<file path="config.mk">
export PLATFORM = sky130hd
export DESIGN_NAME = ppwm_in_stage
export DESIGN_NICKNAME = d
export VERILOG_FILES = /design/src/ppwm_pkg.sv /design/src/ppwm_in_stage.sv
export SDC_FILE = /design/constraint.sdc
export NUM_CORES = 1
export LEC_CHECK = 0
export BUFFER_PORTS_ARGS = -buffer_cell sky130_fd_sc_hd__buf_2
export CAP_MARGIN = 20
export CORE_UTILIZATION = 31
export DETAILED_ROUTE_END_ITERATION = 7
export GPL_TIMING_DRIVEN = 0
export PLACE_DENSITY = 0.51
export SLEW_MARGIN = 15
export SYNTH_ARGS = -nofsm -noshare
export SYNTH_HDL_FRONTEND = slang
export SYNTH_SLANG_ARGS = --single-unit
</file>
<file path="constraint.sdc">
create_clock -name clk_i -period 1.9 [get_ports clk_i]
set_input_delay 0.38 -clock clk_i [delete_from_list [all_inputs] [get_ports clk_i]]
set_output_delay 0.38 -clock clk_i [all_outputs]
set_load 0.02 [all_outputs]
</file>
<file path="src/ppwm_pkg.sv">
// Shared types and constants for the position PID / soft PWM core.
// Holds beat structs, configuration struct and register indexes; no dependencies.
package ppwm_pkg;

  localparam int GainFracBitsDef = 8;
  localparam int PosWidthDef     = 32;

  localparam int CfgIdxW  = 3;
  localparam int CfgDataW = 31;

  localparam logic [CfgIdxW-1:0] CfgGainP     = 3'd0;
  localparam logic [CfgIdxW-1:0] CfgGainI     = 3'd1;
  localparam logic [CfgIdxW-1:0] CfgGainD     = 3'd2;
  localparam logic [CfgIdxW-1:0] CfgSampleTks = 3'd3;
  localparam logic [CfgIdxW-1:0] CfgPwmTks    = 3'd4;
  localparam logic [CfgIdxW-1:0] CfgIntLimit  = 3'd5;
  localparam logic [CfgIdxW-1:0] CfgRunEn     = 3'd6;

  typedef struct packed {
    logic signed [31:0] position_count;
    logic signed [31:0] target_position;
  } in_beat_t;

  typedef struct packed {
    logic               pin_forward;
    logic               pin_reverse;
    logic [15:0]        duty_value;
    logic               drive_direction;
    logic               sample_taken;
    logic signed [31:0] position_error;
  } out_beat_t;

  typedef struct packed {
    logic signed [15:0] gain_p;
    logic signed [15:0] gain_i;
    logic signed [15:0] gain_d;
    logic [15:0]        sample_ticks;
    logic [15:0]        pwm_ticks;
    logic [30:0]        integral_limit;
    logic               run_enable;
  } cfg_t;

endpackage

</file>
<file path="src/ppwm_in_stage.sv">
// Input register of the core: captures a tick and the saturated position error.
// Depends on ppwm_pkg (in_beat_t).
module ppwm_in_stage #(
  parameter int POS_WIDTH = ppwm_pkg::PosWidthDef
) (
  input  logic                clk_i,
  input  logic                rst_ni,
  input  logic                in_valid_i,
  output logic                in_stall_o,
  input  ppwm_pkg::in_beat_t  in_data_i,
  input  logic                take_i,
  output logic                valid_o,
  output logic signed [31:0]  err_o
);

  logic               valid_q;
  logic signed [31:0] err_q, err_d;
  logic signed [32:0] pos_ext, tgt_ext, diff;
  logic               load;

  // operands are POS_WIDTH-bit two's complement, widened to 33 bits
  assign pos_ext = {{(33-POS_WIDTH){in_data_i.position_count[POS_WIDTH-1]}},
                    in_data_i.position_count[POS_WIDTH-1:0]};
  assign tgt_ext = {{(33-POS_WIDTH){in_data_i.target_position[POS_WIDTH-1]}},
                    in_data_i.target_position[POS_WIDTH-1:0]};
  assign diff    = tgt_ext - pos_ext;

  always_comb begin
    if (diff[32] != diff[31]) begin
      err_d = diff[32] ? 32'sh8000_0000 : 32'sh7FFF_FFFF;
    end else begin
      err_d = diff[31:0];
    end
  end

  assign load       = in_valid_i && (!valid_q || take_i);
  assign in_stall_o = valid_q && !take_i;

  always_ff @(posedge clk_i or negedge rst_ni) begin
    if (!rst_ni) begin
      valid_q <= 1'b0;
    end else if (load) begin
      valid_q <= 1'b1;
    end else if (take_i) begin
      valid_q <= 1'b0;
    end
  end

  always_ff @(posedge clk_i) begin
    if (load) begin
      err_q <= err_d;
    end
  end

  assign valid_o = valid_q;
  assign err_o   = err_q;

endmodule

</file>
==> results of run 1 <==
worst reg2reg max path, cell delays in order (launching register included):
cell	delay [ns]
dfrtp_1	0.38
nand2b_1	0.11
and2_2	0.67
power groups by stage:
stage | combinational [mW] | sequential (mW) | clock (mW)
finish | 1.45 | 0.974 | 0.524
global route | 1.58 | 0.981 | 0.570
CTS | 1.39 | 0.975 | 0.547
detailed placement | 1.24 | 0.991 | 0
global placement | 1.23 | 0.993 | 0
floorplan | 0.769 | 1.11 | 0
cell families (layout without fill, tap and decap cells):
group,Yosys count,count (layout)
XOR/XNOR,29,29
buffers and inverters,56,183
AO/OA/AOI/OAI,135,135
AND/OR/NAND/NOR,79,79
flip-flops,33,33
multiplexers,2,2
adder cells (fa/ha/maj),33,33
flip-flops by register name, summed over array words and instances, names as in the netlist:
signal / count
valid_o: 1
err_o: 32
placed cells by master (no fill, tap or decap), types with 3 or more instances in the layout:
cell and instances:
buf_2 103, inv_1 40, a21oi_1 37, edfxtp_1 32, ha_1 31, nand2_1 20
o21ai_0 17, xnor2_1 17, nor2_1 16, a21oi_2 13, xor2_1 12, buf_4 12
a21o_1 10, nand3_1 10, o21ai_1 10, o21ai_2 8, buf_6 7, nand2b_1 7
a21oi_4 6, nand4_1 5, clkbuf_8 5, clkbuf_1 4, and3_1 4, and2_1 4
o21bai_1 4, o31ai_1 3, buf_8 3
stage by stage:
stage | setup TNS, ns | cells | hold WS (ns) | worst slack [ns]
floorplan | -24.02 | 367 | 0.08441 | -0.7811
global placement | -45.50 | 601 | 0.1544 | -1.326
detailed placement | -39.46 | 601 | 0.1604 | -1.358
CTS | -23.04 | 620 | 0.2840 | -0.7694
global route | -26.27 | 627 | 0.3021 | -0.8637
finish | -23.12 | 627 | 0.2952 | -0.7660
routing by layer:
layer | up-vias | global-route usage, %
met5 | - | 0
met4 | 0 | 3.878
met3 | 7 | 2.318
met2 | 77 | 26.67
met1 | 1386 | 21.92
li1 | 1579 | -
repair_timing:
item,4_1_cts,5_1_grt
setup endpoints to repair,32,32
pin swaps,7,10
buffers inserted,7,8
cloned,3,0
endpoints found under the hold margin,1,0
hold buffers,1,0
resized for setup,33,20
worst paths after layout:
| path | startpoint | to | slack (ns) | depth (start not counted) |
|---|---|---|---|---|
| max reg2reg | valid_o | err_o[11] | 0.36 | 2 |
| min in group asynchronous | rst_ni | valid_o | 0.39 | 2 |
| max | in_data_i[0] | err_o[9] | -0.77 | 14 |
| max in group asynchronous | rst_ni | valid_o | 1.42 | 2 |
| min reg2reg | valid_o | valid_o | 0.54 | 2 |
| min | in_valid_i | valid_o | 0.30 | 2 |
cell type report:
| cell class | count | share of cell area [%] |
|---|---|---|
| clock buffers | 6 | 1.666 |
| repair buffers | 119 | 15.71 |
| inverters | 42 | 3.907 |
| flip-flops and latches | 33 | 22.64 |
| clock inverters | 2 | 0.2298 |
| well taps | 133 | 3.821 |
| plain buffers | 14 | 2.787 |
| multi-input cells | 278 | 49.24 |
==> impl_metrics.toml, run 1 <==
[outcome]
status = "complete, but fails checks"
failed_checks = "setup timing"

[placed_design]
gp_congestion = 0.8282
place_area_mm2 = 0.003946
dpl.hpwl_mm = 6.695
io_buffers = 101

[global_route]
grt_pass1_vias = 2941
grt_pass1_wl_mm = 14.10
antenna_found_initial = 0
grt.overflow.total = 0
grt_max_degree = 33
grt_usage_pct = 16.08

[job]
max_cap_viol_count = 0

[detailed_routing]
via_per_inst = 4.863
totalWireLength_mm = 8.541
ant_nets = 0
dr.pass1.iters = 4
dr.first_iter.drc_count = 109
wl_per_cell_um = 13.62
wl_met3_um = 347
top_layer = "met4"
vias = 3049
wirelength_met1_mm = 4.226
met2_length_mm = 3.893
drc_errors = 0

[logic_synthesis]
synth.most_common_cell = "a21oi_1"
synthTopCellsByArea = "edfxtp_1 (30%), ha_1 (12%), a21oi_1 (7.9%)"
ys_top_cells_by_count = "a21oi_1 (51), inv_1 (42), edfxtp_1 (32), ha_1 (32), o21ai_0 (27)"
synth-compound-area-share_pct = 27.33
syn_area_mm2 = 0.003228
synth-edff-count = 32
seq_area_frac_synth_pct = 30.54
synth_top_area_share_pct = 29.77
synthCells = 367
synth_top_family_by_area = "compound AO/OA/AOI/OAI gates"
synthXorXnorAreaFrac_pct = 7.868
synthArstFlopShare_pct = 3.030
synth_cell_types = 54
synth.largest_area_cell = "edfxtp_1"
synthesis.nets = 468
syn_avg_cell_area_um2 = 8.796
synth-seq-cells = 33
ys_warn_count = 0
synth_mux_area_share_pct = 1.124
synth_top_flop_cell = "edfxtp_1"
synth-adder-area-share_pct = 13.02
synth-simple-area-share_pct = 12.02

[floorplanning]
pin_count = 102
rows = 36
die_h_um = 104.0
die_w_um = 104.0
die_area_mm2 = 0.01083
initial_core_util_pct = 32.43
core_mm2 = 0.009955

[clock_tree]
root_buffer = "clkbuf_8"
htree_num_levels = 2
clockBufferDepth = 2
cts_buffers = 5
cts.sinks = 33
cts_tree = "done"
clk_pin_slew_worst_paths_ns = 0.07
clock_latency_ns = 0.29

[finish]
final_util_pct = 43.75
final_cell_area_mm2 = 0.004355
multi_input_area_mm2 = 0.002145
area_delta_synth_final_pct = 34.92
regArea_um2 = 985.9
drive_gt1_share_pct = 37.04
num-fill-cells = 1018
final_nets = 594
diodes = 0

[sta]
fin_skew_ns = 0.006003
final.min_clock_period_ns = 2.666
slew_violations = 0
min_period_over_period_pct = 140.3
hold_viol = 0
rsz0062_at_grt = "yes"
tightest_slew_ns = 0.7832
max_freq_mhz = 375.1
setup_slack_ns = -0.7660
setup_viol = 32
slew_headroom_pct = 47.78

[setup_path]
max_stage_delay_ns = 0.33
critPathCaptureType = "register"
crit_path_frequent_cell = "a21oi_2"
worst-endpoint-arrival_ns = 2.71
cp.buffers_inverters = 4
crit_type = "in2reg"
start_kind = "input pin"
critical_path.slowest_cell = "fa_2"
path_cells = "buf_8 > inv_12 > ha_4 > inv_2 > fa_2 > a21o_1 > a221oi_4 > nand3b_1 > a21oi_2 > o211ai_2 > a21oi_2 > mux2i_4 > buf_6 > a21oi_1"
critPathTopFamily = "compound AO/OA/AOI/OAI gates"
crit_fanout = 10
cp_data_required_time_ns = 1.94

[hold_path]
hold_class = "in2reg"

[power]
ir_drop_uv = 271.9
p_switching_mw = 1.122
power_leakage_nw = 1.994
combPwrFrac_pct = 49.2
power_mw = 2.946
internal_power_mw = 1.824
switching_share_pct = 38.09
p_per_area_mw_per_mm2 = 676.4
pwr-share-seq_pct = 33.0
clock_power_share_pct = 17.8
Power figures use the tool's default switching activity.
==> run 2, diff against run 1 <==
Settings changed: CORE_MARGIN from default to 1, CTS_BUF_LIST from default to sky130_fd_sc_hd__clkbuf_4 sky130_fd_sc_hd__clkbuf_8, SKIP_CTS_REPAIR_TIMING from default to 1.
==> run 2 against run 1 <==
Net effect:
- the flow still finishes with violations (setup timing)
- non-clock buffer count shrank 2
- clock power grew 3%
- global-route usage shrank 0.40 points
- combinational power shrank 3%
- flip-flop and latch count is the same
- final area shrank 0.72%
- via count shrank 1.4%
- first-iteration DRC count shrank 10%
- critical path type unchanged
- critical endpoint is now err_o[22]
==> impl_metrics.toml, run 2 (synthesis results as in run 1) <==
[detailed_routing]
wl_per_cell_um = 13.64
ant_nets = 0
drc_errors = 0
dr.first_iter.drc_count = 98
totalWireLength_mm = 8.524
vias = 3005
dr.pass1.iters = 4
via_per_inst = 4.808

[finish]
diodes = 0
largest_register_ffs = 32
layout_common_cells = "buf_2 (103), inv_1 (40), a21oi_1 (37)"
drive_gt1_share_pct = 36.38
final_util_pct = 43.44
final_nets = 592
final_common_cell = "buf_2"
area_delta_synth_final_pct = 33.95

[sta]
rsz0062_at_grt = "yes"
setup_viol = 32
final.min_clock_period_ns = 2.699
hold_viol = 0
slew_violations = 0
max_freq_mhz = 370.6
fin_skew_ns = 0.006436
tightest_slew_ns = 0.7726
setup_slack_ns = -0.7987
min_period_over_period_pct = 142.0
slew_headroom_pct = 48.49

[clock_tree]
cts_buffers = 5
cts_tree = "done"
cts.sinks = 33
clockBufferDepth = 2
clock_latency_ns = 0.29
htree_num_levels = 2
clk_pin_slew_worst_paths_ns = 0.07
root_buffer = "clkbuf_8"

[floorplanning]
initial_core_util_pct = 32.43
rows = 36
die_h_um = 104.0
pin_count = 102
die_w_um = 104.0
die_area_mm2 = 0.01083
core_mm2 = 0.009955

[setup_path]
start_kind = "input pin"
critical_path.slowest_cell = "fa_2"
worstSetupEndpoint = "err_o[22]"
r2r-start = "valid_o"
crit_fanout = 5
crit_type = "in2reg"
critPathTopFamily = "compound AO/OA/AOI/OAI gates"
r2r_cells = 2
cp_data_required_time_ns = 1.94
path_cells = "buf_8 > inv_12 > ha_4 > inv_2 > fa_2 > a21o_1 > a221oi_4 > nand3b_1 > a21oi_2 > o211ai_2 > a21oi_2 > mux2i_4 > buf_4 > a21oi_1"
rrSetupSlack_ns = 0.37
crit-reg2reg-capture = "err_o[11]"
worst-endpoint-arrival_ns = 2.73
worstSetupPathDepth = 14
crit_path_frequent_cell = "a21oi_2"
startpoint = "in_data_i[0]"
max_stage_delay_ns = 0.39
critPathCaptureType = "register"
cp.buffers_inverters = 4

[placed_design]
gp_congestion = 0.8282
dpl.hpwl_mm = 6.695
place_ws_ns = -1.358
io_buffers = 101

[job]
max_cap_viol_count = 0

[global_route]
grt_max_degree = 33
grt.overflow.total = 0
grt_usage_pct = 15.68
grt_pass1_vias = 2864
grt_pass1_wl_mm = 13.79
antenna_found_initial = 0

[power]
power_leakage_nw = 1.982
p_per_area_mw_per_mm2 = 677.3
ir_drop_uv = 245.7

[outcome]
failed_checks = "setup timing"
status = "complete, but fails checks"

[hold_path]
hold_class = "in2reg"
hp-start = "in_valid_i"
-- run 2: cell types whose count changed in the layout (fill, tap and decap cells not counted), sizes merged --
cell,before,now
buf,127,125
-- run 2: how the worst min path moves through the flow --
stage	endpoint	slack, ns	cells past startpoint
floorplan	valid_o	0.08	0
global placement	valid_o	0.15	1
detailed placement	valid_o	0.16	1
CTS	valid_o	-0.16	1
global route	valid_o	0.30	2
finish	valid_o	0.30	2
-- run 2: layout make-up --
type                            count  area (µm²)
Fill cell                        1026        5630
Multi-Input combinational cell    278        2123
Sequential cell                    33       985.9
Timing Repair Buffer              117       675.6
Inverter                           42       170.2
Tap cell                          133       166.4
Buffer                             14       116.4
Clock buffer                        6       76.32
Clock inverter                      2       10.01
-- run 2: per-layer routing --
layer | track usage [%] | wire, µm | up-vias
li1 | - | - | 1570
met1 | 21.51 | 4198 | 1348
met2 | 25.76 | 3893 | 80
met3 | 2.318 | 357 | 7
met4 | 3.878 | 74 | 0
met5 | 0 | 0 | -
-- run 2: power by group --
part	switching, mW	internal (mW)	total, mW
Combinational	0.810	0.605	1.41
Clock	0.271	0.268	0.540
Sequential	0.0250	0.949	0.974
Total	1.11	1.82	2.93
-- run 2: worst register-to-register path: stages, from the launching register on --
cell      delay, ns
dfrtp_1        0.38
nand2b_1       0.11
and2_2         0.67
-- run 2: metrics by stage --
stage / power (mW) / hold slack (ns) / instances / TNS, ns / cell area, µm²
finish: 2.929 / 0.2967 / 625 / -23.88 / 4324
floorplan: 1.879 / 0.08441 / 367 / -24.02 / 3273
detailed placement: 2.233 / 0.1604 / 601 / -39.46 / 3946
global route: 3.111 / 0.3048 / 625 / -27.10 / 4324
CTS: 2.787 / -0.1562 / 609 / -29.83 / 4033
global placement: 2.224 / 0.1544 / 601 / -45.50 / 3945
