--- config.mk ---
export PLATFORM = sky130hd
export DESIGN_NAME = ppwm_regs
export DESIGN_NICKNAME = d
export VERILOG_FILES = /design/src/ppwm_pkg.sv /design/src/ppwm_regs.sv
export SDC_FILE = /design/constraint.sdc
export NUM_CORES = 1
export LEC_CHECK = 0
export ABC_AREA = 1
export BUFFER_PORTS_ARGS = -buffer_cell sky130_fd_sc_hd__buf_2
export CORE_ASPECT_RATIO = 1.5
export CORE_MARGIN = 4
export CORE_UTILIZATION = 49
export DETAILED_ROUTE_END_ITERATION = 8
export PLACE_DENSITY = 0.78
export SYNTH_ARGS = -nofsm -noshare
export SYNTH_HDL_FRONTEND = slang
export SYNTH_SLANG_ARGS = --single-unit
--- constraint.sdc ---
create_clock -name clk_i -period 0.8 [get_ports clk_i]
set_input_delay 0.16 -clock clk_i [delete_from_list [all_inputs] [get_ports clk_i]]
set_output_delay 0.16 -clock clk_i [all_outputs]
set_load 0.02 [all_outputs]
--- src/ppwm_pkg.sv ---
// Shared types and constants for the position PID / soft PWM core.
// Holds beat structs, configuration struct and register indexes; no dependencies.
package ppwm_pkg;

  localparam int GainFracBitsDef = 8;
  localparam int PosWidthDef     = 32;

  localparam int CfgIdxW  = 3;
  localparam int CfgDataW = 31;

  localparam logic [CfgIdxW-1:0] CfgGainP     = 3'd0;
  localparam logic [CfgIdxW-1:0] CfgGainI     = 3'd1;
  localparam logic [CfgIdxW-1:0] CfgGainD     = 3'd2;
  localparam logic [CfgIdxW-1:0] CfgSampleTks = 3'd3;
  localparam logic [CfgIdxW-1:0] CfgPwmTks    = 3'd4;
  localparam logic [CfgIdxW-1:0] CfgIntLimit  = 3'd5;
  localparam logic [CfgIdxW-1:0] CfgRunEn     = 3'd6;

  typedef struct packed {
    logic signed [31:0] position_count;
    logic signed [31:0] target_position;
  } in_beat_t;

  typedef struct packed {
    logic               pin_forward;
    logic               pin_reverse;
    logic [15:0]        duty_value;
    logic               drive_direction;
    logic               sample_taken;
    logic signed [31:0] position_error;
  } out_beat_t;

  typedef struct packed {
    logic signed [15:0] gain_p;
    logic signed [15:0] gain_i;
    logic signed [15:0] gain_d;
    logic [15:0]        sample_ticks;
    logic [15:0]        pwm_ticks;
    logic [30:0]        integral_limit;
    logic               run_enable;
  } cfg_t;

endpackage

--- src/ppwm_regs.sv ---
// Configuration register file for the position PID / soft PWM core.
// Depends on ppwm_pkg (cfg_t, register indexes).
module ppwm_regs (
  input  logic                               clk_i,
  input  logic                               rst_ni,
  input  logic                               cfg_we_i,
  input  logic [ppwm_pkg::CfgIdxW-1:0]       cfg_index_i,
  input  logic [ppwm_pkg::CfgDataW-1:0]      cfg_wdata_i,
  output ppwm_pkg::cfg_t                     cfg_o
);

  ppwm_pkg::cfg_t cfg_q;

  always_ff @(posedge clk_i or negedge rst_ni) begin
    if (!rst_ni) begin
      cfg_q.gain_p         <= 16'sd256;
      cfg_q.gain_i         <= 16'sd0;
      cfg_q.gain_d         <= 16'sd0;
      cfg_q.sample_ticks   <= 16'd500;
      cfg_q.pwm_ticks      <= 16'd200;
      cfg_q.integral_limit <= 31'd100;
      cfg_q.run_enable     <= 1'b0;
    end else if (cfg_we_i) begin
      case (cfg_index_i)
        ppwm_pkg::CfgGainP:     cfg_q.gain_p         <= cfg_wdata_i[15:0];
        ppwm_pkg::CfgGainI:     cfg_q.gain_i         <= cfg_wdata_i[15:0];
        ppwm_pkg::CfgGainD:     cfg_q.gain_d         <= cfg_wdata_i[15:0];
        ppwm_pkg::CfgSampleTks: cfg_q.sample_ticks   <= cfg_wdata_i[15:0];
        ppwm_pkg::CfgPwmTks:    cfg_q.pwm_ticks      <= cfg_wdata_i[15:0];
        ppwm_pkg::CfgIntLimit:  cfg_q.integral_limit <= cfg_wdata_i[30:0];
        ppwm_pkg::CfgRunEn:     cfg_q.run_enable     <= cfg_wdata_i[0];
        default: ;
      endcase
    end
  end

  assign cfg_o = cfg_q;

endmodule

==> results of run 1 <==
## logic make-up (layout without fill, tap and decap cells)
logic type	after synthesis	in the layout
and+or+nand+nor	353	353
DFF	112	112
buffers and inverters	30	272
## worst min path at each step
stage / slack (ps) / endpoint / start / cells past startpoint
floorplan: -140 / cfg_o[0]$_DFFE_PN0P_ / rst_ni / 0
global placement: -6 / cfg_o[91]$_DFFE_PN0P_ / rst_ni / 1
detailed placement: -6 / cfg_o[92]$_DFFE_PN0P_ / rst_ni / 1
CTS: 2 / cfg_o[30]$_DFFE_PN0P_ / cfg_wdata_i[29] / 3
global route: 10 / cfg_o[30]$_DFFE_PN0P_ / cfg_wdata_i[29] / 3
finish: 30 / cfg_o[30]$_DFFE_PN0P_ / cfg_wdata_i[29] / 3
## cells in the mapped netlist
| library cell | number | area share |
|---|---|---|
| dfrtp_1 | 99 | 0.56 |
| buf_2 | 20 | 0.023 |
| nor2_2 | 2 | 0.0028 |
| nand2_2 | 2 | 0.0028 |
| dfstp_2 | 13 | 0.078 |
| clkbuf_1 | 3 | 0.0026 |
| nor2_1 | 1 | 0.00085 |
| inv_2 | 2 | 0.0017 |
| inv_1 | 4 | 0.0034 |
| nand2_1 | 280 | 0.24 |
| nor2_4 | 3 | 0.0077 |
| buf_4 | 1 | 0.0017 |
| nand3_1 | 65 | 0.074 |
## timing repair
action                                  CTS  global route
hold buffers                             14             0
endpoints found under the setup margin  175           191
resized for setup                       230            39
endpoints found under the hold margin   112             0
buffers inserted                         38            34
pin swaps                                 3            17
## per-layer routing
metal  wire length, µm  GRT usage  up-vias
li1                  -          -     2013
met1              5390      0.315     2257
met2              9100      0.498      284
met3              1240     0.0827       72
met4               858      0.162        0
met5                 0          0        -
## cell type report
class,instances,area share
multi-input combinational,353,0.213
inverter,6,0.00414
tap,110,0.0190
sequential,112,0.389
clock buffer,9,0.0310
clock inverter,7,0.0133
timing repair buffer,250,0.331
## stage by stage
stage	std cells	util	power [mW]	instance area, µm²	setup TNS (ps)
global placement	752	0.621	11.6	5450	-34660
global route	847	0.827	20.2	7250	-33630
CTS	820	0.788	18.6	6920	-30540
detailed placement	752	0.621	11.7	5450	-38530
floorplan	495	-	9.83	4500	-2330
finish	847	0.827	19.4	7250	-30770
## power groups by stage
stage | Clock (mW) | Sequential [mW] | Combinational (mW)
after floorplan | 0 | 8.80 | 1.03
after global placement | 0 | 7.47 | 4.08
after detailed placement | 0 | 7.50 | 4.20
after CTS | 4.87 | 7.64 | 6.06
after global routing | 5.13 | 7.85 | 7.18
final | 4.86 | 7.75 | 6.80
==> impl_results.rst, run 1 <==
.. list-table::
   :header-rows: 1

   * - Metric
     - Value
   * - Termination of the worst setup path
     - cfg_o[38]
   * - Average wire length per cell after detail routing
     - 19.6 µm
   * - Number of max-cap violations
     - 0
   * - Clock tree from TritonCTS
     - done
   * - Largest vdd supply drop
     - 1830 µV
   * - Signal arrival time at the worst endpoint
     - 1040 ps
   * - Worst rel slew slack
     - 0.806
   * - Number of nets produced by synthesis
     - 532
   * - Skew final
     - 0 ps
   * - Placer Congestion
     - 0.807
   * - Maximum buffer depth of the clock tree
     - 2
   * - Cts bufs inserted
     - 9
   * - Crit Path Category
     - flop to output pin
   * - RSZ-0062 raised after global routing
     - true
   * - Initial cell density of the core
     - 0.501
   * - Worst-path fanout max
     - 2
   * - Number of pins exceeding their max-slew limit in the final report
     - 0
   * - Number of DRC markers after the initial detailed-route iteration
     - 370
   * - Path category of the worst min-delay check
     - primary input to flop
   * - PortBufs
     - 148
   * - Global-route wire length before repair
     - 23100 µm
   * - Commonest cells after routing, fill and taps aside
     - 253 x nand2_1, 126 x buf_6, 99 x dfrtp_1, 68 x buf_4, 65 x nand3_1
   * - Share of the synthesized netlist area taken by xor and xnor gates
     - 0
   * - Total global routing track utilization
     - 0.288
   * - Max frequency
     - 835 MHz
   * - Sw Share
     - 0.329
   * - Number of standard-cell rows in the floorplan
     - 42
   * - Remaining routing DRC violations
     - 0
   * - Number of clock sinks seen by CTS
     - 112
   * - Share of total power in combinational logic
     - 0.350
   * - Number of ports placed on the die boundary
     - 149
   * - Antenna violations before repair
     - 0
   * - Filler cell count in the final layout
     - 446
   * - Post-detailed-placement half-perimeter wirelength
     - 9030 µm
   * - Final cycle utilization of the critical path
     - 1.50
   * - Count of vias placed by the detailed router
     - 4626
   * - Synth Area in Compound Gates
     - 0
   * - Sequential Power Share
     - 0.399
   * - Worst reg2reg setup slack
     - -90 ps
   * - Worst r2r src
     - cfg_o[8]$_DFFE_PN0P_
   * - Synthesized instance count
     - 495
   * - Critical path, cell by cell
     - buf_6
   * - Slew @ Worst Pin
     - 291 ps
   * - Setup-failing EPs final
     - 118
   * - Simple-gate portion of the synthesized area
     - 0.327
   * - Worst-case setup margin in the final layout
     - -397 ps
   * - Leading cell type in the layout, fill and taps excluded
     - nand2_1
   * - Area of the core
     - 8780 µm²
   * - Number of buffers and inverters on the critical path
     - 1
   * - Average cell area after synthesis
     - 8.89 µm²
   * - Congestion Overflow GR
     - 0
   * - CP Capture Type
     - output pin
   * - Power per standard cell area
     - 2680 nW/µm²
   * - Cell Area, Synth
     - 4400 µm²
   * - Crit path time final
     - 1200 ps
   * - Setup WS pre-CTS
     - -445 ps
   * - Critical Path Stages
     - 1
   * - CP top delay family
     - flip-flops
   * - Startpoint of the worst setup timing path
     - cfg_o[38]$_DFFE_PN1P_
   * - WHS
     - 28.9 ps
   * - Vias in the first global route
     - 4614
   * - Library cell contributing the largest single delay on the critical path
     - dfstp_2
   * - Final net count
     - 769
   * - Reg clk slew, reported paths
     - 70 ps
   * - Clock tree root buffer cell
     - clkbuf_16
   * - Count of H-tree levels built during CTS
     - 3
   * - Layout Area Growth over Synthesis
     - 64.9%
   * - Synth Area in Adders
     - 0
   * - Drt first pass iters
     - 5
   * - Layout cells sized above 1
     - 0.412
   * - Share of synthesized area spent on multiplexers
     - 0
   * - Part of the power in the clock network
     - 0.250
   * - Largest net degree at the start of global routing
     - 47
   * - Antenna-violating nets left
     - 0
   * - Result of the run
     - complete, but fails checks
   * - Syn. warnings
     - 0
   * - Max stage delay on crit path
     - 560 ps
   * - #FFs+latches synth
     - 112
   * - Detailed-route wire length
     - 16600 µm
   * - Power Internal
     - 13.0 mW
   * - Count of different cell masters after synthesis
     - 13
   * - Startpoint type of the worst setup path
     - flop
   * - Clock latency on the worst-skew pair
     - 350 ps
   * - Die W
     - 85.4 µm
   * - Full die area
     - 10600 µm²
   * - Failing checks
     - setup timing
   * - Ant. Diodes
     - 0
   * - Net switching power figure
     - 6.39 mW
   * - Required arrival time at the worst endpoint
     - 640 ps
   * - Final Hold Viols
     - 0
   * - Die height
     - 124 µm
   * - R2R Path End
     - cfg_o[8]$_DFFE_PN0P_
   * - Per-cell via count in the routed design
     - 5.46
   * - Leakage power
     - 3.96 nW
   * - Number of cells traversed by the worst register-to-register path
     - 4
   * - Flip-flop count of the largest register, all copies and words added
     - 112
   * - Multi-input gate area in the final layout
     - 1540 µm²
   * - Sequential cell area
     - 2820 µm²
   * - Fraction of the yosys area taken by sequential cells
     - 0.641
   * - Dominant combinational cell family by area after synthesis
     - simple AND/OR/NAND/NOR gates
No activity file was read; power rests on OpenSTA's default activity.
==> inputs of run 2 (changes only) <==
--- a/config.mk
+++ b/config.mk
@@ -7,6 +7,7 @@
 export LEC_CHECK = 0
 export ABC_AREA = 1
 export BUFFER_PORTS_ARGS = -buffer_cell sky130_fd_sc_hd__buf_2
+export CAP_MARGIN = 30
 export CORE_ASPECT_RATIO = 1.5
 export CORE_MARGIN = 4
 export CORE_UTILIZATION = 49
==> constraint.sdc (replaced) <==
create_clock -name clk_i -period 0.8 [get_ports clk_i]
set_input_delay 0.12 -clock clk_i [delete_from_list [all_inputs] [get_ports clk_i]]
set_output_delay 0.12 -clock clk_i [all_outputs]
set_load 0.02 [all_outputs]
==> impl_results.rst, run 2 (synthesis gave the netlist of run 1 again) <==
.. list-table::
   :header-rows: 1

   * - Metric
     - Value
   * - Clock tree root buffer cell
     - clkbuf_16
   * - Global-route wire length before repair
     - 23400 µm
   * - Worst-case setup margin in the final layout
     - -346 ps
   * - Failing checks
     - setup timing
   * - Number of cells traversed by the worst register-to-register path
     - 4
   * - Critical path, cell by cell
     - buf_6
   * - Reg clk slew, reported paths
     - 80 ps
   * - Final core utilization
     - 0.839
   * - Remaining routing DRC violations
     - 0
   * - Leading cell type in the layout, fill and taps excluded
     - nand2_1
   * - Max frequency
     - 873 MHz
   * - Layout Area Growth over Synthesis
     - 67.5%
   * - Leakage power
     - 3.98 nW
   * - Initial cell density of the core
     - 0.501
   * - Antenna-violating nets left
     - 0
   * - Result of the run
     - complete, but fails checks
   * - Die height
     - 124 µm
   * - Crit path time final
     - 1150 ps
   * - Number of ports placed on the die boundary
     - 149
   * - Power per standard cell area
     - 2630 nW/µm²
   * - Hold path startpoint
     - cfg_wdata_i[30]
   * - Setup WS pre-CTS
     - -304 ps
   * - Layout cells sized above 1
     - 0.424
   * - Post-detailed-placement half-perimeter wirelength
     - 9000 µm
   * - Number of clock sinks seen by CTS
     - 112
   * - Maximum buffer depth of the clock tree
     - 2
   * - Largest net degree at the start of global routing
     - 43
   * - Crit Path Category
     - flop to output pin
   * - Library cell contributing the largest single delay on the critical path
     - dfstp_2
   * - Final cycle utilization of the critical path
     - 1.43
   * - Worst r2r src
     - cfg_o[109]$_DFFE_PN0P_
   * - Full die area
     - 10600 µm²
   * - Total global routing track utilization
     - 0.289
   * - Worst reg2reg setup slack
     - -110 ps
   * - Cell area after layout
     - 7370 µm²
   * - Max stage delay on crit path
     - 560 ps
   * - Per-cell via count in the routed design
     - 5.37
   * - Number of buffers and inverters on the critical path
     - 1
   * - Setup-failing EPs final
     - 125
   * - Worst-path fanout max
     - 2
   * - Slew @ Worst Pin
     - 249 ps
   * - Cts bufs inserted
     - 9
   * - Skew final
     - 0 ps
   * - Post-layout instance count excluding filler cells
     - 858
   * - Final net count
     - 780
   * - R2R Path End
     - cfg_o[109]$_DFFE_PN0P_
   * - Antenna violations before repair
     - 0
   * - Signal arrival time at the worst endpoint
     - 1030 ps
   * - Largest vdd supply drop
     - 1830 µV
   * - Count of H-tree levels built during CTS
     - 3
   * - Dpl cell area
     - 5450 µm²
   * - Number of standard-cell rows in the floorplan
     - 42
   * - Path category of the worst min-delay check
     - primary input to flop
   * - Min-Delay Path Depth
     - 3
   * - Area of the core
     - 8780 µm²
   * - Number of max-cap violations
     - 0
   * - PortBufs
     - 148
   * - Sequential cell area
     - 2820 µm²
   * - Congestion Overflow GR
     - 0
   * - Clock latency on the worst-skew pair
     - 340 ps
   * - Required arrival time at the worst endpoint
     - 680 ps
   * - Ant. Diodes
     - 0
   * - Average wire length per cell after detail routing
     - 19.3 µm
   * - CP top delay family
     - flip-flops
   * - Worst rel slew slack
     - 0.834
   * - Drt first pass iters
     - 6
   * - Filler cell count in the final layout
     - 432
   * - Final Hold Viols
     - 0
   * - Commonest cells after routing, fill and taps aside
     - 249 x nand2_1, 128 x buf_6, 99 x dfrtp_1, 73 x buf_4, 65 x nand3_1
   * - Multi-input gate area in the final layout
     - 1580 µm²
   * - Flip-flop count of the largest register, all copies and words added
     - 112
   * - Count of vias placed by the detailed router
     - 4611
   * - Vias in the first global route
     - 4574
   * - Number of DRC markers after the initial detailed-route iteration
     - 384
   * - Number of pins exceeding their max-slew limit in the final report
     - 0
   * - Min-Delay Endpoint
     - cfg_o[31]$_DFFE_PN0P_
   * - Setup TNS after final layout
     - -25830 ps
   * - CP Capture Type
     - output pin
   * - Die W
     - 85.4 µm
   * - Detailed-route wire length
     - 16600 µm
   * - Clock tree from TritonCTS
     - done
   * - Placer Congestion
     - 0.810
   * - RSZ-0062 raised after global routing
     - true
   * - Startpoint type of the worst setup path
     - flop
   * - Total placed cells including tap cells
     - 753
==> run 2: worst max-delay path by stage <==
stage                               start                     to  slack [ps]  cells past startpoint
finish               cfg_o[6]$_DFFE_PN1P_               cfg_o[6]        -350                      1
global route        cfg_o[50]$_DFFE_PN1P_              cfg_o[50]        -370                      1
CTS                 cfg_o[50]$_DFFE_PN1P_              cfg_o[50]        -340                      1
detailed placement         cfg_index_i[0]   cfg_o[4]$_DFFE_PN0P_        -300                      6
global placement                 cfg_we_i  cfg_o[64]$_DFFE_PN0P_        -260                      7
floorplan                        cfg_we_i  cfg_o[57]$_DFFE_PN0P_         -60                      6
==> run 2: cell type report <==
class	instances	area share
Multi-Input combinational cell	354	0.215
Clock inverter	6	0.00917
Timing Repair Buffer	260	0.339
Tap cell	110	0.0187
Sequential cell	112	0.383
Clock buffer	10	0.0324
Inverter	6	0.00357
==> run 2: layer usage <==
layer  vias to the layer above  track usage  wire length (µm)
met5                         -            0                 0
met4                         0        0.132               833
met3                        78       0.0695              1210
met2                       258        0.517              8960
met1                      2233        0.323              5560
li1                       2042            -                 -
==> run 2: stage by stage <==
step | power (mW) | hold slack [ps]
after floorplan | 9.81 | -176
after global placement | 11.6 | -41.1
after detailed placement | 11.7 | -38.1
after CTS | 18.4 | 1.29
after global routing | 20.1 | 34.9
final | 19.4 | 13.5
==> run 2: where the power goes <==
group          switching, mW  internal (mW)  total [mW]
logic                   3.39           3.59        6.98
clock network           2.11           2.53        4.64
registers              0.951           6.82        7.77
total                   6.45           12.9        19.4
==> run 2: timing repair <==
action                                  CTS  global route
endpoints found under the hold margin   115             0
gates cloned                              0             1
setup buffers                            44            37
hold buffers                             15             0
endpoints found under the setup margin  112           151
resized for setup                       224            53
pin swaps                                 1            16
